$ cat src/rtl/core/hng_pkg.sv
package hng_pkg;

   // default line buffer capacity (segments per side)
   localparam int MAX_GRID_DEF = 256;

   localparam int HEIGHT_W   = 16;
   localparam int DIFF_W     = HEIGHT_W + 1;
   localparam int POS_W      = 9;
   localparam int GRID_W     = 9;
   localparam int SLOPE_W    = 16;
   localparam int CSR_DATA_W = 16;

   localparam logic [GRID_W-1:0]  GRID_RESET  = 9'd64;
   localparam logic [SLOPE_W-1:0] SLOPE_RESET = 16'd512;

   localparam int SQRT_STEPS = 21;
   localparam int DIV_STEPS  = 16;

   typedef enum logic {
      CSR_GRID_SIZE   = 1'b0,
      CSR_SLOPE_SCALE = 1'b1
   } csr_index_type;

   typedef enum logic [1:0] {
      F_IDLE,
      F_RD,
      F_RD2,
      F_PUSH
   } front_state_type;

   typedef enum logic [3:0] {
      C_IDLE,
      C_MUL,
      C_SCALE,
      C_SQ,
      C_SUM,
      C_SQRT,
      C_DLOAD,
      C_DIV,
      C_DSTORE,
      C_OUT
   } calc_state_type;

   typedef enum logic [1:0] {
      SEL_X,
      SEL_Y,
      SEL_Z
   } div_sel_type;

   // one normal to compute: neighbor differences and vertex position
   typedef struct packed {
      logic signed [DIFF_W-1:0] dx;
      logic signed [DIFF_W-1:0] dy;
      logic [POS_W-1:0]         col;
      logic [POS_W-1:0]         row;
      logic                     last;
   } hng_job_type;

endpackage

$ cat src/rtl/core/hng_rsp_if.sv
interface hng_rsp_if import hng_pkg::*; ();
   logic               valid;
   logic               ready;
   logic signed [15:0] normal_x;
   logic signed [15:0] normal_y;
   logic signed [14:0] normal_z;
   logic [POS_W-1:0]   vertex_col;
   logic [POS_W-1:0]   vertex_row;
   logic               last_normal;

   modport source (output valid, normal_x, normal_y, normal_z, vertex_col, vertex_row,
                   last_normal, input ready);
   modport sink   (input valid, normal_x, normal_y, normal_z, vertex_col, vertex_row,
                   last_normal, output ready);
endinterface

$ cat src/rtl/core/hng_calc.sv
module hng_calc import hng_pkg::*; (
   input  logic               clock,
   input  logic               reset,
   input  logic [SLOPE_W-1:0] slope_scale,
   input  logic               pop_valid,
   output logic               pop_ready,
   input  hng_job_type        pop_job,
   hng_rsp_if.source          rsp
);

   calc_state_type state_ff, state_in;
   div_sel_type    sel_ff;
   hng_job_type    job_ff;
   logic [4:0]     step_ff;

   logic signed [33:0] px_ff, py_ff;
   logic [33:0] pxm, pym;
   logic [19:0] amag_ff, bmag_ff;
   logic        asg_ff, bsg_ff;
   logic [39:0] aa_ff, bb_ff;
   logic [41:0] v_ff, res_ff, bit_ff, trial;
   logic [20:0] len;
   logic [34:0] mag;
   logic [37:0] rem_ff, dsh_ff;
   logic [15:0] q_ff;
   logic [15:0] nx_ff, ny_ff;
   logic [14:0] nz_ff;
   logic        sqrt_done, div_done;

   assign len       = res_ff[20:0];
   assign trial     = res_ff + bit_ff;
   assign sqrt_done = (step_ff == 5'(SQRT_STEPS - 1));
   assign div_done  = (step_ff == 5'(DIV_STEPS - 1));
   assign pxm       = px_ff[33] ? 34'(-px_ff) : 34'(px_ff);
   assign pym       = py_ff[33] ? 34'(-py_ff) : 34'(py_ff);

   // dividend magnitude of the current component
   always_comb begin
      case (sel_ff)
         SEL_X:   mag = {1'b0, amag_ff, 14'd0};
         SEL_Y:   mag = {1'b0, bmag_ff, 14'd0};
         default: mag = 35'd1 << 30;
      endcase
   end

   // next state
   always_comb begin
      state_in = state_ff;
      case (state_ff)
         C_IDLE: begin
            if (pop_valid) state_in = C_MUL;
         end
         C_MUL:   state_in = C_SCALE;
         C_SCALE: state_in = C_SQ;
         C_SQ:    state_in = C_SUM;
         C_SUM:   state_in = C_SQRT;
         C_SQRT: begin
            if (sqrt_done) state_in = C_DLOAD;
         end
         C_DLOAD: state_in = C_DIV;
         C_DIV: begin
            if (div_done) state_in = C_DSTORE;
         end
         C_DSTORE: state_in = (sel_ff == SEL_Z) ? C_OUT : C_DLOAD;
         C_OUT: begin
            if (rsp.ready) state_in = C_IDLE;
         end
         default: state_in = C_IDLE;
      endcase
   end

   // outputs
   always_comb begin
      pop_ready        = (state_ff == C_IDLE);
      rsp.valid        = (state_ff == C_OUT);
      rsp.normal_x     = nx_ff;
      rsp.normal_y     = ny_ff;
      rsp.normal_z     = nz_ff;
      rsp.vertex_col   = job_ff.col;
      rsp.vertex_row   = job_ff.row;
      rsp.last_normal  = job_ff.last;
   end

   always_ff @(posedge clock) begin
      if (reset) begin
         state_ff <= C_IDLE;
      end else begin
         state_ff <= state_in;
      end
   end

   // datapath: scale, square, root, three rounded divisions
   always_ff @(posedge clock) begin
      case (state_ff)
         C_IDLE: begin
            if (pop_valid) job_ff <= pop_job;
         end
         C_MUL: begin
            px_ff <= 34'(job_ff.dx) * 34'($signed({1'b0, slope_scale}));
            py_ff <= 34'(job_ff.dy) * 34'($signed({1'b0, slope_scale}));
         end
         C_SCALE: begin
            amag_ff <= 20'((pxm + 34'd2048) >> 12);
            bmag_ff <= 20'((pym + 34'd2048) >> 12);
            asg_ff  <= px_ff[33];
            bsg_ff  <= py_ff[33];
         end
         C_SQ: begin
            aa_ff <= amag_ff * amag_ff;
            bb_ff <= bmag_ff * bmag_ff;
         end
         C_SUM: begin
            v_ff    <= 42'(aa_ff) + 42'(bb_ff) + (42'd1 << 32);
            res_ff  <= '0;
            bit_ff  <= 42'd1 << 40;
            step_ff <= '0;
            sel_ff  <= SEL_X;
         end
         C_SQRT: begin
            if (v_ff >= trial) begin
               v_ff   <= v_ff - trial;
               res_ff <= (res_ff >> 1) + bit_ff;
            end else begin
               res_ff <= res_ff >> 1;
            end
            bit_ff  <= bit_ff >> 2;
            step_ff <= step_ff + 1'b1;
         end
         C_DLOAD: begin
            rem_ff  <= 38'({mag, 1'b0}) + 38'(len);
            dsh_ff  <= 38'({len, 1'b0}) << 15;
            q_ff    <= '0;
            step_ff <= '0;
         end
         C_DIV: begin
            if (rem_ff >= dsh_ff) begin
               rem_ff <= rem_ff - dsh_ff;
               q_ff   <= {q_ff[14:0], 1'b1};
            end else begin
               q_ff   <= {q_ff[14:0], 1'b0};
            end
            dsh_ff  <= dsh_ff >> 1;
            step_ff <= step_ff + 1'b1;
         end
         C_DSTORE: begin
            case (sel_ff)
               SEL_X: begin
                  nx_ff  <= asg_ff ? 16'(-q_ff) : q_ff;
                  sel_ff <= SEL_Y;
               end
               SEL_Y: begin
                  ny_ff  <= bsg_ff ? 16'(-q_ff) : q_ff;
                  sel_ff <= SEL_Z;
               end
               default: begin
                  nz_ff  <= 15'(-q_ff);
               end
            endcase
         end
         default: begin
         end
      endcase
   end

   // root stays within its step count
   assert property (@(posedge clock) disable iff (reset)
      state_ff == C_SQRT |-> step_ff < 5'(SQRT_STEPS))
      else $error("root step count overrun");

   // length is at least one in Q.16 once the root is done
   assert property (@(posedge clock) disable iff (reset)
      state_ff == C_DLOAD |-> len >= 21'd65536)
      else $error("vector length below unity");

   // z component never positive
   assert property (@(posedge clock) disable iff (reset)
      state_ff == C_OUT |-> (nz_ff[14] || nz_ff == 15'd0))
      else $error("positive z component");

   // a job is taken only when the unit is free
   assert property (@(posedge clock) disable iff (reset)
      (pop_valid && pop_ready) |=> state_ff == C_MUL)
      else $error("job taken while busy");

endmodule

$ cat src/flat_wrapper.sv
// flat-port wrapper written by rule: the top's interface ports become plain ports
module hng_calc_flat import hng_pkg::*;
  (clock, reset, slope_scale, pop_valid, pop_ready, pop_job, rsp_valid, rsp_normal_x, rsp_normal_y, rsp_normal_z, rsp_vertex_col, rsp_vertex_row, rsp_last_normal, rsp_ready);
  hng_rsp_if rsp_i ();
  input  logic clock;
  input  logic reset;
  input  logic [SLOPE_W-1:0] slope_scale;
  input  logic pop_valid;
  output logic pop_ready;
  input  hng_job_type pop_job;
  output wire logic [$bits(rsp_i.valid)-1:0] rsp_valid;
  output wire logic [$bits(rsp_i.normal_x)-1:0] rsp_normal_x;
  output wire logic [$bits(rsp_i.normal_y)-1:0] rsp_normal_y;
  output wire logic [$bits(rsp_i.normal_z)-1:0] rsp_normal_z;
  output wire logic [$bits(rsp_i.vertex_col)-1:0] rsp_vertex_col;
  output wire logic [$bits(rsp_i.vertex_row)-1:0] rsp_vertex_row;
  output wire logic [$bits(rsp_i.last_normal)-1:0] rsp_last_normal;
  input wire logic [$bits(rsp_i.ready)-1:0] rsp_ready;
  assign rsp_valid = rsp_i.valid;
  assign rsp_normal_x = rsp_i.normal_x;
  assign rsp_normal_y = rsp_i.normal_y;
  assign rsp_normal_z = rsp_i.normal_z;
  assign rsp_vertex_col = rsp_i.vertex_col;
  assign rsp_vertex_row = rsp_i.vertex_row;
  assign rsp_last_normal = rsp_i.last_normal;
  assign rsp_i.ready = rsp_ready;
  hng_calc u_core (.clock(clock), .reset(reset), .slope_scale(slope_scale), .pop_valid(pop_valid), .pop_ready(pop_ready), .pop_job(pop_job), .rsp(rsp_i));
endmodule
$ cat config.mk
export PLATFORM = sky130hd
export DESIGN_NAME = hng_calc_flat
export DESIGN_NICKNAME = d
export VERILOG_FILES = /design/src/rtl/core/hng_pkg.sv /design/src/rtl/core/hng_rsp_if.sv /design/src/rtl/core/hng_calc.sv /design/src/flat_wrapper.sv
export SDC_FILE = /design/constraint.sdc
export NUM_CORES = 2
export LEC_CHECK = 0
export CORE_ASPECT_RATIO = 1.5
export CORE_UTILIZATION = 40
export DETAILED_ROUTE_END_ITERATION = 6
export DONT_BUFFER_PORTS = 1
export HOLD_SLACK_MARGIN = 0.1
export PLACE_DENSITY_LB_ADDON = 0.15
export SYNTH_ARGS = -nofsm -noshare
export SYNTH_HDL_FRONTEND = slang
export SYNTH_SLANG_ARGS = --single-unit
$ cat constraint.sdc
create_clock -name clock -period 7.3 [get_ports clock]
set_clock_uncertainty 0.15 [all_clocks]
set_input_delay 0.365 -clock clock [delete_from_list [all_inputs] [get_ports clock]]
set_output_delay 0.365 -clock clock [all_outputs]
set_load 0.01 [all_outputs]
# After elaboration in Yosys (flattened, before gate mapping)
# Index checks and enable logic that the tools add are counted.
[op_classes]
add_sub_neg = 13
order_cmp = 2
mux = 24
reduce_logical = 17
bitwise = 1
n_eq_ne = 20
n_mul = 4
[op_table]
columns = ["op", "n"]
rows = [
  ["one-hot mux 42 bit (2 select lines)", 3],
  ["one-hot mux 38 bit (2 select lines)", 2],
  ["two-way mux 42 bit", 2],
  ["multiplier 20 x 20 -> 40 bit", 2],
  ["multiplier 17 x 17 -> 34 bit", 2],
  ["one-hot mux 34 bit (2 select lines)", 1],
  ["adder 32 x 12 -> 32 bit, second input constant", 2],
  ["two-way mux 32 bit", 2],
  ["negation 32 bit", 2],
  ["adder 41 x 42 -> 42 bit", 1],
  ["adder 42 x 33 -> 42 bit, second input constant", 1],
  ["adder 42 bit", 1],
  ["greater-or-equal comparator 42 bit", 1],
  ["subtractor 42 bit", 1],
  ["adder 40 x 40 -> 41 bit", 1],
  ["one-hot mux 4 bit (10 select lines)", 1],
  ["greater-or-equal comparator 38 bit", 1],
  ["two-way mux 38 bit", 1],
  ["subtractor 38 bit", 1],
  ["adder 36 x 21 -> 37 bit", 1],
  ["two-way mux 16 bit", 2],
  ["one-hot mux 16 bit (2 select lines)", 1],
  ["two-way mux 4 bit", 5],
  ["equality test 4 x 3 -> 1 bit, second input constant", 4],
  ["22 further kinds", 40],
]
[word_totals]
regBits = 519
out_inout_bits = 68

# Depth between registers and ports, before layout
[depth]
ltp_word = 4
ltp_mapped = 30
mapped_depth_nobuf = 28

# Worst setup path before layout
# OpenSTA, ideal clock, no wires.
[synth_timing]
kind = "reg2reg"
startpoint = "register u_core.bit_ff[0]"
endpoint = "register u_core.v_ff[0] (enable)"
arrival_time_ns = 7.394
setup_time_ns = 0.505
path_slack_ns = -0.750
t_required_ns = 6.645
path_stages_with_launch = 24
n_path_buf = 0
cell_sequence = "edfxtp_1 -> ha_1 -> ha_1 -> a21oi_1 -> o21bai_1 -> a31o_2 -> a2111oi_0 -> nor2_1 -> a21boi_0 -> nor2_1 -> nor2_1 -> nor2_1 -> o21ai_0 -> xor2_1 -> ha_1 -> nand4_1 -> nor2_1 -> and4_1 -> o211ai_1 -> a31oi_1 -> a21o_1 -> a221o_1 -> a21oi_1 -> a21boi_0"
[synth_between]
elab_chain_cells = 4
[synth_lines]
columns = ["element", "line_no", "text"]
rows = [
  ["start, declared", "hng_calc.sv:21", "logic [41:0] v_ff, res_ff, bit_ff, trial;"],
  ["start signal, assigned", "hng_calc.sv:115", "bit_ff <= 42'd1 << 40;"],
  ["start signal, assigned", "hng_calc.sv:126", "bit_ff <= bit_ff >> 2;"],
  ["adder 42 bit", "hng_calc.sv:31", "assign trial = res_ff + bit_ff;"],
  ["greater-or-equal comparator 42 bit", "hng_calc.sv:120", "if (v_ff >= trial) begin"],
  ["!= test 2 x 1 -> 1 bit (no source line)", "n/a", ""],
  ["AND reduction 2 bit (no source line)", "n/a", ""],
  ["end signal, assigned", "hng_calc.sv:113", "v_ff <= 42'(aa_ff) + 42'(bb_ff) + (42'd1 << 32);"],
  ["end signal, assigned", "hng_calc.sv:121", "v_ff <= v_ff - trial;"],
  ["end, declared", "hng_calc.sv:21", ""],
]
# No other way between the ends.
# A chain may end at the register's enable or synchronous reset.

# Final worst setup path
[layout_timing]
startpoint = "register u_core.amag_ff[5]"
endpoint = "register u_core.aa_ff[37], data pin"
[layout_between]
elab_chain_cells = 1
[layout_lines]
columns = ["element", "line_no", "text"]
rows = [
  ["start, declared", "hng_calc.sv:18", "logic [19:0] amag_ff, bmag_ff;"],
  ["start signal, assigned", "hng_calc.sv:103", "amag_ff <= 20'((pxm + 34'd2048) >> 12);"],
  ["multiplier 20 x 20 -> 40 bit", "hng_calc.sv:109", "aa_ff <= amag_ff * amag_ff;"],
  ["end signal, assigned", "hng_calc.sv:109", ""],
  ["end, declared", "hng_calc.sv:20", "logic [39:0] aa_ff, bb_ff;"],
]
# No other way between the ends.

==> flow_summary.yaml <==
cts:
  clk_pin_slew_ns: 0.06
  cts_tree: "built"
  numClockSinks: 493
  clock_latency_ns: 0.72
  cts-root-buf: "clkbuf_16"
  clockBufferDepth: 3
  cts_buffers: 58
  htree_levels: 2
sta:
  rsz0062_at_grt: "yes"
  hold_ws_ns: 0.140
  layout_min_cycle_time_ns: 7.23
  tightestPinTransition_ns: 1.04
  finalSetupTns_ns: 0
  slew-limit-headroom: 0.310
  finalHoldViolCount: 0
  max_freq_ghz: 0.138
  post-route-period-util: 0.991
  drv_slew: 0
  final-setup-viol-count: 0
synthesis:
  synthArstFlopShare: 0
  synth_seq_cells: 493
  avgSynthCellArea_um2: 9.61
  ys_seq_area_frac: 0.204
  yosys.cell_types.count: 86
  synth_area_leaders: "fa_1 (31%), edfxtp_1 (20%), ha_1 (11%)"
  synthCells: 7523
  synth-warning-count: 0
  synth_flop_cell: "edfxtp_1"
  yosys.area.top_type: "fa_1"
  syn_area_mm2: 0.0723
  syn_nets: 9371
  yosys.area.top_type_share: 0.309
  synth_enable_flop_cells: 489
routing:
  drt_iter0_markers: 2210
  firstDrtPassIters: 6
  drc_errors: 0
  post_drt_wl_per_cell_um: 18.5
  num_vias: 51000
  drt_wl_total_mm: 189
  vias_per_cell: 4.99
  antenna_left: 0
floorplan:
  coreArea_mm2: 0.179
  start_util: 0.404
  die-area_mm2: 0.182
  io_pins: 141
  die_h_um: 523
  rows: 190
  fp.dieW_um: 349
grt:
  grt_pass1_wl_mm: 303
  use_met3: 0.0168
  grt-ovfl-total: 0
  grt.total_usage: 0.213
  grt_start_max_net_pins: 80
  busiest_layer: "met2"
  grt_pass1_vias: 56900
  antenna_found_initial: 4
  grt.met2_usage: 0.421
  grtUsageMet1: 0.223
place:
  placed_cell_area_mm2: 0.0770
  portBuffers: 0
  hpwl_mm: 157
  dp.cells: 9993
  place.gp.congestion: 0.924
worst_setup_path:
  crit_path_start_kind: "register"
  critical_path_buf_inv_count: 5
  crit_top_cell: "fa_1"
  crit_type: "register to register"
  worst_ep_required_time_ns: 7.59
  critPathMaxStageDelay_ns: 0.56
  crit_family: "adder cells"
  cp-end-kind: "register"
  critPathMaxFanout: 5
  slowest_stage: "fa_1"
  crit_arrival_ns: 7.53
cells_and_area:
  drive_gt1_frac: 0.0919
  final_common_cell: "inv_1"
  fillCellCount: 17300
  regArea_mm2: 0.0148
  multiInputGateArea_mm2: 0.0515
  final_cell_area_mm2: 0.0808
  areaGrowthSynthToFinish_pct: 11.8
  layout_common_cells: "inv_1 (1487), fa_1 (1087), nand2_1 (828), ha_1 (637), edfxtp_1 (489)"
  fin_nets: 9622
  final_cells: 10200
run_status:
  status: "finished clean"
job:
  cap_viol_max_count: 0
min_path:
  min_path_type: "primary input to register"
layer usage:
layer / routed length (µm) / up-vias
li1: - / 24300
met2: 106000 / 807
met1: 69500 / 25500
met3: 4350 / 370
met5: 0 / -
met4: 9740 / 0
synthesized netlist by cell type (16+ instances only):
library cell	count
o22ai_1	16
mux2i_1	22
or2_2	21
nand3_1	63
nand2b_1	50
o21ai_0	236
or3_1	23
o21bai_1	41
xor2_1	178
a211oi_1	38
a21oi_1	252
clkbuf_1	250
nor2_1	330
nand4_1	47
o21a_1	39
nor2b_1	63
a21o_1	133
and3_1	53
and2_1	378
fa_1	1117
xnor2_1	309
nand2_1	851
inv_1	1497
nor3_1	46
a31oi_1	65
buf_1	17
edfxtp_1	489
ha_1	658
buf_4	18
flip-flops by register name (all words and copies together) (netlist names), 5 cells and up:
register,cells
u_core.px_ff,33
u_core.dsh_ff,37
u_core.res_ff,42
u_core.q_ff,16
u_core.rsp.normal_x,16
u_core.job_ff,34
u_core.py_ff,33
u_core.bmag_ff,20
u_core.step_ff,5
u_core.rsp.vertex_col,9
u_core.amag_ff,20
u_core.bit_ff,21
u_core.rsp.normal_y,16
u_core.v_ff,42
u_core.rem_ff,38
u_core.rsp.vertex_row,9
u_core.rsp.normal_z,15
u_core.bb_ff,39
u_core.aa_ff,39
path summary, 6_finish.rpt:
path / from / to / slack [ns] / cells past startpoint
max: u_core.amag_ff[5] / u_core.aa_ff[37] / 0.07 / 26
min: pop_job[50] / u_core.job_ff[50] / 0.14 / 1
max reg2reg: u_core.amag_ff[5] / u_core.aa_ff[37] / 0.07 / 26
min reg2reg: u_core.dsh_ff[9] / u_core.dsh_ff[8] / 0.42 / 2
cells by family (layout without fill, tap and decap cells):
kind of cell    after synthesis  in the layout  synth area share
simple gates               1983           1983             0.130
buf+inv                    1783           2081            0.0935
fa+ha+maj                  1777           1777             0.424
compound gates              975            975            0.0857
flops                       493            493             0.204
xor+xnor                    487            487            0.0590
mux                          25             25           0.00351
other cells                   0              2                 0
per-stage QoR:
stage	setup slack, ns	util
after global routing	-0.176	0.451
after floorplan	-0.226	-
after global placement	-0.190	0.430
after CTS	-0.0101	0.448
after detailed placement	-0.249	0.430
final	0.0658	0.451
area by class of cell:
class                           instances  share of cell area
Tap cell                             2400              0.0372
Inverter                             1497              0.0695
Antenna cell                            2           0.0000619
Clock inverter                         48             0.00610
Multi-Input combinational cell       5247               0.638
Clock buffer                           59              0.0180
Timing Repair Buffer                  477              0.0490
Sequential cell                       493               0.183
what timing repair did:
action | CTS | global route
cloned | 0 | 1
hold endpoints to repair | 65 | 0
hold buffers | 64 | 0
setup buffers | 25 | 31
resized for setup | 83 | 111
setup endpoints to repair | 11 | 19
pin swaps | 72 | 73
Power is left out: the tool's default activity adds up to more than one toggle a clock period on the data nets, which glitch-free logic cannot reach.
