--- config.mk ---
export PLATFORM = sky130hd
export DESIGN_NAME = hng_queue
export DESIGN_NICKNAME = d
export VERILOG_FILES = /design/src/rtl/core/hng_pkg.sv /design/src/rtl/core/hng_queue.sv
export SDC_FILE = /design/constraint.sdc
export NUM_CORES = 1
export LEC_CHECK = 0
export BUFFER_PORTS_ARGS = -buffer_cell sky130_fd_sc_hd__buf_4
export CAP_MARGIN = 10
export CORE_AREA = 4 4 89 112
export DETAILED_ROUTE_END_ITERATION = 8
export DIE_AREA = 0 0 93 116
export PLACE_DENSITY = 0.79
export SYNTH_ARGS = -nofsm -noshare
export SYNTH_HDL_FRONTEND = slang
export SYNTH_SLANG_ARGS = --single-unit
--- constraint.sdc ---
create_clock -name clock -period 2.2 [get_ports clock]
set_input_delay 0.11 -clock clock [delete_from_list [all_inputs] [get_ports clock]]
set_output_delay 0.11 -clock clock [all_outputs]
set_load 0.01 [all_outputs]
--- src/rtl/core/hng_pkg.sv ---
package hng_pkg;

   // default line buffer capacity (segments per side)
   localparam int MAX_GRID_DEF = 256;

   localparam int HEIGHT_W   = 16;
   localparam int DIFF_W     = HEIGHT_W + 1;
   localparam int POS_W      = 9;
   localparam int GRID_W     = 9;
   localparam int SLOPE_W    = 16;
   localparam int CSR_DATA_W = 16;

   localparam logic [GRID_W-1:0]  GRID_RESET  = 9'd64;
   localparam logic [SLOPE_W-1:0] SLOPE_RESET = 16'd512;

   localparam int SQRT_STEPS = 21;
   localparam int DIV_STEPS  = 16;

   typedef enum logic {
      CSR_GRID_SIZE   = 1'b0,
      CSR_SLOPE_SCALE = 1'b1
   } csr_index_type;

   typedef enum logic [1:0] {
      F_IDLE,
      F_RD,
      F_RD2,
      F_PUSH
   } front_state_type;

   typedef enum logic [3:0] {
      C_IDLE,
      C_MUL,
      C_SCALE,
      C_SQ,
      C_SUM,
      C_SQRT,
      C_DLOAD,
      C_DIV,
      C_DSTORE,
      C_OUT
   } calc_state_type;

   typedef enum logic [1:0] {
      SEL_X,
      SEL_Y,
      SEL_Z
   } div_sel_type;

   // one normal to compute: neighbor differences and vertex position
   typedef struct packed {
      logic signed [DIFF_W-1:0] dx;
      logic signed [DIFF_W-1:0] dy;
      logic [POS_W-1:0]         col;
      logic [POS_W-1:0]         row;
      logic                     last;
   } hng_job_type;

endpackage

--- src/rtl/core/hng_queue.sv ---
module hng_queue import hng_pkg::*; (
   input  logic        clock,
   input  logic        reset,
   input  logic        push_valid,
   output logic        push_ready,
   input  hng_job_type push_job,
   output logic        pop_valid,
   input  logic        pop_ready,
   output hng_job_type pop_job
);

   hng_job_type slot_ff [0:1];
   logic       wptr_ff, rptr_ff;
   logic [1:0] count_ff;
   logic       do_push, do_pop;

   assign push_ready = (count_ff != 2'd2);
   assign pop_valid  = (count_ff != 2'd0);
   assign pop_job    = slot_ff[rptr_ff];
   assign do_push    = push_valid && push_ready;
   assign do_pop     = pop_valid && pop_ready;

   always_ff @(posedge clock) begin
      if (reset) begin
         wptr_ff  <= 1'b0;
         rptr_ff  <= 1'b0;
         count_ff <= 2'd0;
      end else begin
         if (do_push) wptr_ff <= !wptr_ff;
         if (do_pop)  rptr_ff <= !rptr_ff;
         count_ff <= count_ff + {1'b0, do_push} - {1'b0, do_pop};
      end
   end

   always_ff @(posedge clock) begin
      if (do_push) begin
         slot_ff[wptr_ff] <= push_job;
      end
   end

endmodule

# Word level (Yosys, flattened, before mapping)

Memories as Yosys holds them, arrays and structs flattened. A register that Yosys moved wholly into a read port is not among the register bits.
Cells that the tools add are included.

Register bits: 4
RAM bits: 106
Bits of input ports: 57
Output and inout port bits: 55
Word-level logic and storage cells: 16
Memories: 1

Memory list:

| memory  | words | bits a word | rd ports | clocked after Yosys merged registers in | wr ports | line            | source |
|---|---|---|---|---|---|---|---|
| slot_ff | 2     | 53          | 1        | 1                                       | 1        | hng_queue.sv:12 | `hng_job_type slot_ff [0:1];` |

Add/sub/neg operators: 2
Equal/unequal tests: 1
Muxes and demuxes: 4
Reductions and logical operators: 5

Operator list:

| kind                                        | count |
|---|---|
| 1-bit two-way mux                           | 4 |
| 2-bit by 1-bit adder with 2-bit output      | 1 |
| 1-bit logical AND                           | 2 |
| 1-bit zero test                             | 2 |
| 2-bit != test, second input constant        | 1 |
| 2-bit nonzero test                          | 1 |
| 2-bit by 1-bit subtractor with 2-bit output | 1 |

# Longest topological paths before layout

Gate-level depths: netlist (run 1).

Word-level depth: 4
Depth in mapped cells: 6
Mapped depth without buffers: 6

# Least setup slack after synthesis (run 1)

Ideal clock, no wire load.

Path kind: reg2reg
Start: reg count_ff[0]
End: mem slot_ff[0][0] (netlist bit), enable pin
Setup time: 0.407 ns
Data arrival time: 1.772 ns
Data required time: 1.793 ns
Path slack: 0.021 ns
Cell stages (with the launch flop): 4
Clock period less this slack: 2.179 ns
Cells stage by stage: dfxtp_1 nand2b_1 nand3b_1 inv_1

Word-level cells in the longest chain between the ends: 4

Ends and longest elaborated chain:

| item                                    | line            | source |
|---|---|---|
| start, declared                         | hng_queue.sv:14 | `logic [1:0] count_ff;` |
| start signal, assigned                  | hng_queue.sv:31 | `count_ff <= count_ff + {1'b0, do_push} - {1'b0, do_pop};` |
| 2-bit != test                           | hng_queue.sv:17 | `assign push_ready = (count_ff != 2'd2);` |
| via push_ready                          | hng_queue.sv:5  | `output logic push_ready,` |
| 1-bit logical AND                       | hng_queue.sv:20 | `assign do_push = push_valid && push_ready;` |
| 1-bit two-way mux                       | hng_queue.sv:36 | `if (do_push) begin` |
| 1-bit two-way mux (not written as such) | hng_queue.sv:37 | `slot_ff[wptr_ff] <= push_job;` |
| end, declared                           | hng_queue.sv:12 |  |

The timed path passes the listed nets, and every way through them passes these cells.

==> results of run 1 <==
layout by cell type (no fill, tap or decap), drive strengths merged, types with 2 or more instances in the layout:
master,Yosys,layout
dfxtp,5,5
mux2,53,53
buf,6,117
clkbuf,0,12
dlygate4sd3,0,54
and3,2,2
nor2,4,4
o21ai,2,2
edfxtp,106,106
nor2b,2,2
clkinv,0,3
per-layer routing:
metal | up-vias | track usage, %
met4 | 0 | 7.038
met2 | 66 | 29.07
met1 | 1177 | 17.02
met3 | 9 | 2.468
met5 | - | 0
li1 | 1114 | -
cells by family (layout without fill, tap and decap cells):
logic type                 after synthesis  in the layout  synth area share, %
AOI/OAI and AO/OA                        6              6                1.064
xor gates and xnor gates                 1              1               0.2129
adders and majority gates                1              1               0.3041
buffers and inverters                    7            188                1.581
DFF                                    111            111                79.81
muxes                                   53             53                14.51
and+or+nand+nor                         15             15                2.525
registers in the layout (all words and copies together) (netlist names), named ones only:
name and cells:
wptr_ff 1, count_ff 2, slot_ff 106, rptr_ff 1
how the worst max path moves through the flow:
stage | start | end | slack [ps] | cells past startpoint
final | flip-flop | pop_job[32] | 360 | 3
after global routing | flip-flop | pop_job[13] | 270 | 3
after CTS | flip-flop | pop_job[48] | 330 | 3
after detailed placement | count_ff[0] | slot_ff[0][43] | 510 | 4
after global placement | count_ff[0] | slot_ff[0][46] | 590 | 4
after floorplan | count_ff[0] | slot_ff[0][0] | 20 | 3
worst register-to-register path, delay by kind of cell (launching register included):
| family | cells | cell delay [ps] |
|---|---|---|
| and+or+nand+nor | 2 | 320 |
| buffers and inverters | 2 | 600 |
| DFF | 1 | 440 |
stage by stage:
stage                     cells  util [%]  hold WS (ps)  setup WS (ps)
after floorplan             194         -         179.1          20.68
after global placement      428     57.20         296.2          585.7
after detailed placement    428     57.20         297.7          506.0
after CTS                   498     66.50         110.4          331.1
after global routing        498     66.50         140.9          271.9
final                       498     66.50         117.8          358.5
where the power goes:
group / total [mW] / switching [mW] / internal [mW]
registers: 2.67 / 0.101 / 2.57
logic: 1.30 / 0.582 / 0.718
clock network: 1.57 / 0.661 / 0.911
final cells by class:
| class | instances | area [um^2] | share of cell area [%] |
|---|---|---|---|
| Sequential cell | 111 | 3284 | 55.01 |
| Timing Repair Buffer | 171 | 1469 | 24.60 |
| Multi-Input combinational cell | 76 | 765.7 | 12.82 |
| Clock buffer | 12 | 246.5 | 4.128 |
| Tap cell | 123 | 153.9 | 2.578 |
| Clock inverter | 4 | 47.55 | 0.7963 |
| Inverter | 1 | 3.754 | 0.06287 |
what timing repair did:
action,4_1_cts,5_1_grt
endpoints found under the setup margin,0,0
resized for setup,0,0
hold endpoints to repair,111,0
hold buffers,54,0
==> flow_results.xml, run 1 <==
<?xml version="1.0" encoding="UTF-8"?>
<metrics>
  <group name="synth">
    <metric name="post-synth-top-area-cell" unit="">edfxtp_1</metric>
    <metric name="synth-edff-count" unit="">106</metric>
    <metric name="cells_after_synth" unit="">194</metric>
    <metric name="syn-mean-instance-area" unit="um^2">21.21</metric>
    <metric name="post-synth-top-count-cell" unit="">edfxtp_1</metric>
    <metric name="register_bit_total_from_synthesis" unit="">111</metric>
    <metric name="synthTopCellsByCount" unit="">106 x edfxtp_1, 50 x mux2_1, 5 x buf_6, 5 x dfxtp_1, 4 x nor2_1</metric>
    <metric name="synth_cell_type_count" unit="">26</metric>
    <metric name="synth.top_cell.area_share" unit="%">77.37</metric>
    <metric name="mappedNetlistArea" unit="mm^2">0.004114</metric>
    <metric name="netlist_top_cells_area" unit="">edfxtp_1 77%, mux2_1 14%, dfxtp_1 2.4%, buf_6 1.4%, mux2_2 0.82%</metric>
    <metric name="mappedNetlistNets" unit="">252</metric>
    <metric name="ys_warn_count" unit="">0</metric>
    <metric name="async_reset_ff_share" unit="%">0</metric>
    <metric name="synth_ff_type" unit="">edfxtp_1</metric>
    <metric name="yosysSeqAreaShare" unit="%">79.81</metric>
  </group>
  <group name="placement">
    <metric name="portBuffers" unit="">111</metric>
    <metric name="dp.final_hpwl" unit="mm">5.191</metric>
    <metric name="routabilityCongestion" unit="">0.7295</metric>
    <metric name="post_placement_cell_area" unit="mm^2">0.005136</metric>
  </group>
  <group name="detailed_routing">
    <metric name="wl_met1" unit="mm">3.071</metric>
    <metric name="initial_drc_count" unit="">108</metric>
    <metric name="drt_pre_antenna_iters" unit="">4</metric>
    <metric name="antenna_left" unit="">0</metric>
    <metric name="detailroute.wirelength.met3" unit="um">306</metric>
    <metric name="drt-vias-per-instance" unit="">4.751</metric>
    <metric name="num_vias" unit="">2366</metric>
    <metric name="wl_per_cell" unit="um">16.30</metric>
    <metric name="detail_route_met2_wl" unit="mm">4.601</metric>
    <metric name="drc_markers" unit="">0</metric>
    <metric name="route.top_layer_used" unit="">met4</metric>
    <metric name="drt-total-wl" unit="mm">8.118</metric>
  </group>
  <group name="cells_and_area">
    <metric name="drive_above_1_share" unit="%">37.33</metric>
    <metric name="post_layout_net_count" unit="">428</metric>
    <metric name="layout.filler_cells" unit="">623</metric>
    <metric name="flow.area_growth_from_synthesis" unit="%">45.13</metric>
    <metric name="antennaDiodeCount" unit="">0</metric>
    <metric name="finalInstanceArea" unit="mm^2">0.005971</metric>
  </group>
  <group name="timing">
    <metric name="grt_setup_unrepaired" unit="">false</metric>
    <metric name="report.final.setup_viol" unit="">0</metric>
    <metric name="setup_tns" unit="ps">0</metric>
    <metric name="worst_slew_margin_rel" unit="%">67.36</metric>
    <metric name="finalCriticalPeriod" unit="ps">1842</metric>
    <metric name="worst-slew-pin-transition" unit="ps">489.7</metric>
    <metric name="hold_viol" unit="">0</metric>
    <metric name="final_max_slew_viols" unit="">0</metric>
    <metric name="clock-skew-final" unit="ps">5.437</metric>
    <metric name="timing.fmax" unit="GHz">0.5430</metric>
    <metric name="period_share" unit="%">83.71</metric>
  </group>
  <group name="critical_path">
    <metric name="critPathKind" unit="">reg -&gt; out</metric>
    <metric name="crit_path_end_kind" unit="">output port</metric>
    <metric name="timing.critical_path.slowest_cell_delay" unit="ps">640</metric>
    <metric name="reg2reg_from" unit="">count_ff[0]</metric>
    <metric name="path_buf_inv" unit="">2</metric>
    <metric name="crit_path_max_fanout" unit="">20</metric>
    <metric name="setup.worst_path.start_class" unit="">flip-flop</metric>
    <metric name="timing.critical_path.cells" unit="">buf_12 &gt; mux2_1 &gt; buf_4</metric>
    <metric name="setup.reg_to_reg.worst_slack" unit="ps">540</metric>
    <metric name="timing.rr.end" unit="">slot_ff[0][45]</metric>
    <metric name="crit_required" unit="ps">2090</metric>
    <metric name="worstRegToRegCells" unit="">4</metric>
    <metric name="worst_ep_arrival_time" unit="ps">1730</metric>
    <metric name="timing.critical_path.slowest_stage_cell" unit="">dfxtp_2</metric>
    <metric name="critPathTopFamily" unit="">flip-flops</metric>
  </group>
  <group name="global_routing">
    <metric name="global_route.overflow_total" unit="">0</metric>
    <metric name="grt_antenna_before_repair" unit="">0</metric>
    <metric name="grt_max_degree" unit="">37</metric>
    <metric name="grt_first_pass_wirelength" unit="mm">12.59</metric>
    <metric name="number_of_global_route_vias_before_repair" unit="">2564</metric>
    <metric name="globalRouteTotalUtil" unit="%">15.45</metric>
  </group>
  <group name="power">
    <metric name="vdd_ir_drop_max" unit="mV">0.5408</metric>
    <metric name="p_per_area" unit="mW/mm^2">927.5</metric>
    <metric name="cellLeakagePower" unit="nW">2.261</metric>
    <metric name="total_power" unit="mW">5.538</metric>
  </group>
  <group name="cts">
    <metric name="ctsRootBufferMaster" unit="">clkbuf_16</metric>
    <metric name="cts_bufs_inserted" unit="">9</metric>
    <metric name="path_clk_slew" unit="ps">70</metric>
    <metric name="cts_tree" unit="">yes</metric>
    <metric name="worstSkewPairLatency" unit="ps">340</metric>
    <metric name="post-cts-setup-buffers" unit="">0</metric>
    <metric name="tritoncts_num_sinks" unit="">111</metric>
    <metric name="cts_htree_levels" unit="">3</metric>
    <metric name="clockBufferDepth" unit="">2</metric>
  </group>
  <group name="floorplanning">
    <metric name="chip_width" unit="um">93</metric>
    <metric name="floorplan.initialDensity" unit="%">45.82</metric>
    <metric name="die_height" unit="um">116</metric>
    <metric name="floorplan.die_area" unit="mm^2">0.01079</metric>
    <metric name="io_pins" unit="">112</metric>
    <metric name="fp-row-count" unit="">39</metric>
    <metric name="core_area" unit="mm^2">0.008979</metric>
  </group>
  <group name="hold_path">
    <metric name="timing.hold.worst_endpoint" unit="">wptr_ff</metric>
    <metric name="worstHoldStart" unit="">push_valid</metric>
    <metric name="min_path_cells" unit="">3</metric>
    <metric name="min_path_type" unit="">in -&gt; reg</metric>
  </group>
  <group name="run">
    <metric name="maxCapViolations" unit="">0</metric>
  </group>
  <group name="run_status">
    <metric name="status" unit="">complete, no violations</metric>
  </group>
</metrics>
(Power assumes the default switching activity.)
==> run 2, diff against run 1 <==
--- a/config.mk
+++ b/config.mk
@@ -7,10 +7,10 @@
 export LEC_CHECK = 0
 export BUFFER_PORTS_ARGS = -buffer_cell sky130_fd_sc_hd__buf_4
 export CAP_MARGIN = 10
-export CORE_AREA = 4 4 89 112
+export CORE_AREA = 4 4 85 107
 export DETAILED_ROUTE_END_ITERATION = 8
-export DIE_AREA = 0 0 93 116
-export PLACE_DENSITY = 0.79
+export DIE_AREA = 0 0 89 111
+export PLACE_DENSITY = 0.83
 export SYNTH_ARGS = -nofsm -noshare
 export SYNTH_HDL_FRONTEND = slang
 export SYNTH_SLANG_ARGS = --single-unit
==> constraint.sdc (replaced) <==
create_clock -name clock -period 1.9 [get_ports clock]
set_input_delay 0.095 -clock clock [delete_from_list [all_inputs] [get_ports clock]]
set_output_delay 0.095 -clock clock [all_outputs]
set_load 0.01 [all_outputs]
==> flow_results.xml, run 2 (same netlist as run 1, synthesis figures left out) <==
<?xml version="1.0" encoding="UTF-8"?>
<metrics>
  <group name="floorplanning">
    <metric name="fp-row-count" unit="">37</metric>
    <metric name="floorplan.initialDensity" unit="%">50.78</metric>
    <metric name="core_area" unit="mm^2">0.008102</metric>
    <metric name="chip_width" unit="um">89</metric>
    <metric name="floorplan.die_area" unit="mm^2">0.009879</metric>
    <metric name="die_height" unit="um">111</metric>
    <metric name="io_pins" unit="">112</metric>
  </group>
  <group name="global_routing">
    <metric name="global_route.overflow_total" unit="">0</metric>
    <metric name="grt_max_degree" unit="">32</metric>
    <metric name="globalRouteTotalUtil" unit="%">17.38</metric>
    <metric name="grt_first_pass_wirelength" unit="mm">12.57</metric>
    <metric name="grt_antenna_before_repair" unit="">0</metric>
    <metric name="number_of_global_route_vias_before_repair" unit="">2552</metric>
  </group>
  <group name="cells_and_area">
    <metric name="layout.filler_cells" unit="">491</metric>
    <metric name="sequential_cell_area" unit="mm^2">0.003284</metric>
    <metric name="largest_reg_flops" unit="">106</metric>
    <metric name="registers_with_the_highest_flip_flop_counts" unit="">slot_ff x106, count_ff x2</metric>
    <metric name="multiInputGateArea" unit="um^2">772.0</metric>
    <metric name="commonest_non_fill_non_tap_cells_in_the_layout" unit="">115 x buf_4, 106 x edfxtp_1, 54 x dlygate4sd3_1</metric>
    <metric name="flow.area_growth_from_synthesis" unit="%">41.15</metric>
    <metric name="antennaDiodeCount" unit="">0</metric>
    <metric name="drive_above_1_share" unit="%">37.87</metric>
    <metric name="final_common_cell" unit="">buf_4</metric>
    <metric name="max_flop_register" unit="">slot_ff</metric>
    <metric name="post_layout_net_count" unit="">428</metric>
  </group>
  <group name="detailed_routing">
    <metric name="drt_pre_antenna_iters" unit="">4</metric>
    <metric name="initial_drc_count" unit="">116</metric>
    <metric name="drt-total-wl" unit="mm">8.192</metric>
    <metric name="drt-vias-per-instance" unit="">4.998</metric>
    <metric name="drc_markers" unit="">0</metric>
    <metric name="num_vias" unit="">2359</metric>
    <metric name="wl_per_cell" unit="um">17.36</metric>
    <metric name="antenna_left" unit="">0</metric>
  </group>
  <group name="critical_path">
    <metric name="path_buf_inv" unit="">0</metric>
    <metric name="timing.critical_path.cells" unit="">nor2b_1 &gt; o21ba_1 &gt; nor2_1 &gt; ha_1 &gt; nor4_2 &gt; nor3_2</metric>
    <metric name="crit_path_end_kind" unit="">flip-flop</metric>
    <metric name="critPathKind" unit="">reg -&gt; reg</metric>
    <metric name="critPathTopFamily" unit="">simple AND/OR/NAND/NOR gates</metric>
    <metric name="setup.worst_path.start_class" unit="">flip-flop</metric>
    <metric name="crit_path_max_fanout" unit="">7</metric>
    <metric name="timing.critical_path.slowest_cell_delay" unit="ps">440</metric>
    <metric name="crit_required" unit="ps">2160</metric>
    <metric name="worst_ep_arrival_time" unit="ps">1980</metric>
    <metric name="timing.critical_path.slowest_stage_cell" unit="">dfxtp_1</metric>
  </group>
  <group name="cts">
    <metric name="cts_htree_levels" unit="">3</metric>
    <metric name="ctsRootBufferMaster" unit="">clkbuf_8</metric>
    <metric name="tritoncts_num_sinks" unit="">111</metric>
    <metric name="post-cts-setup-buffers" unit="">0</metric>
    <metric name="cts_bufs_inserted" unit="">9</metric>
    <metric name="worstSkewPairLatency" unit="ps">360</metric>
    <metric name="clockBufferDepth" unit="">2</metric>
    <metric name="cts_tree" unit="">yes</metric>
    <metric name="path_clk_slew" unit="ps">90</metric>
  </group>
  <group name="timing">
    <metric name="worst_slew_margin_rel" unit="%">72.16</metric>
    <metric name="setup_tns" unit="ps">0</metric>
    <metric name="worst-slew-pin-transition" unit="ps">417.6</metric>
    <metric name="timing.fmax" unit="GHz">0.5789</metric>
    <metric name="grt_setup_unrepaired" unit="">false</metric>
    <metric name="period_share" unit="%">90.92</metric>
    <metric name="report.final.setup_viol" unit="">0</metric>
    <metric name="finalCriticalPeriod" unit="ps">1727</metric>
    <metric name="final_max_slew_viols" unit="">0</metric>
    <metric name="hold_viol" unit="">0</metric>
    <metric name="clock-skew-final" unit="ps">8.152</metric>
  </group>
  <group name="run">
    <metric name="maxCapViolations" unit="">0</metric>
  </group>
  <group name="run_status">
    <metric name="status" unit="">complete, no violations</metric>
  </group>
  <group name="power">
    <metric name="vdd_ir_drop_max" unit="mV">0.6129</metric>
    <metric name="p_per_area" unit="mW/mm^2">1003</metric>
    <metric name="total_power" unit="mW">5.826</metric>
    <metric name="cellLeakagePower" unit="nW">2.199</metric>
  </group>
  <group name="placement">
    <metric name="routabilityCongestion" unit="">0.7711</metric>
    <metric name="dp.final_hpwl" unit="mm">4.942</metric>
    <metric name="portBuffers" unit="">111</metric>
  </group>
  <group name="hold_path">
    <metric name="min_path_type" unit="">in -&gt; reg</metric>
  </group>
</metrics>
-- run 2: cell count changes in the layout (fill, tap and decap cells not counted), moves of 2 or more --
| cell | before | now |
|---|---|---|
| clkbuf_8 | 1 | 11 |
| clkbuf_16 | 9 | 0 |
| buf_12 | 4 | 2 |
| buf_4 | 113 | 115 |
-- run 2: tightest hold or removal path, cell delays in order --
cell     delay (ps)
buf_4           130
a21bo_1         110
a21oi_1          50
-- run 2: path summary, 6_finish.rpt --
path	startpoint	to	slack, ps	cells after the start
setup / recovery	count_ff[1]	count_ff[1]	170	6
hold / removal	push_valid	wptr_ff	70	3
setup reg to reg	count_ff[1]	count_ff[1]	170	6
hold reg to reg	rptr_ff	rptr_ff	520	2
-- run 2: area by class of cell --
class	count	share of cell area [%]
Sequential cell	111	56.56
Timing Repair Buffer	171	24.87
Multi-Input combinational cell	76	13.29
Clock buffer	13	2.736
Tap cell	97	2.090
Clock inverter	3	0.3232
Inverter	1	0.1293
-- run 2: metal layers --
| metal | vias up | GRT usage (%) | wire (um) |
|---|---|---|---|
| li1 | 1111 | - | - |
| met1 | 1158 | 18.77 | 3008 |
| met2 | 69 | 30.08 | 4532 |
| met3 | 21 | 4.758 | 400 |
| met4 | 0 | 9.136 | 249 |
| met5 | - | 0 | 0 |
-- run 2: stage by stage --
stage / setup slack [ps] / area [um^2] / cells / hold WS (ps) / utilization [%]
final: 172.6 / 5807 / 472 / 72.36 / 71.68
after global routing: 58.02 / 5807 / 472 / 65.02 / 71.68
after CTS: 143.9 / 5801 / 472 / 45.11 / 71.60
after detailed placement: 281.9 / 5082 / 402 / 282.5 / 62.73
after global placement: 384.6 / 5082 / 402 / 279.5 / 62.73
after floorplan: 2.223 / 4118 / 194 / 164.1 / -
-- run 2: report_power, final --
part           total (mW)  switching [mW]  internal, mW
registers            3.04          0.0712          2.97
logic                1.52           0.720         0.804
clock network        1.27           0.717         0.548
total                5.83            1.51          4.32
-- run 2: what timing repair did --
item / 4_1_cts / 5_1_grt
setup endpoints to repair: 0 / 1
gates resized for setup: 0 / 1
hold buffers: 54 / 0
endpoints found under the hold margin: 111 / 0
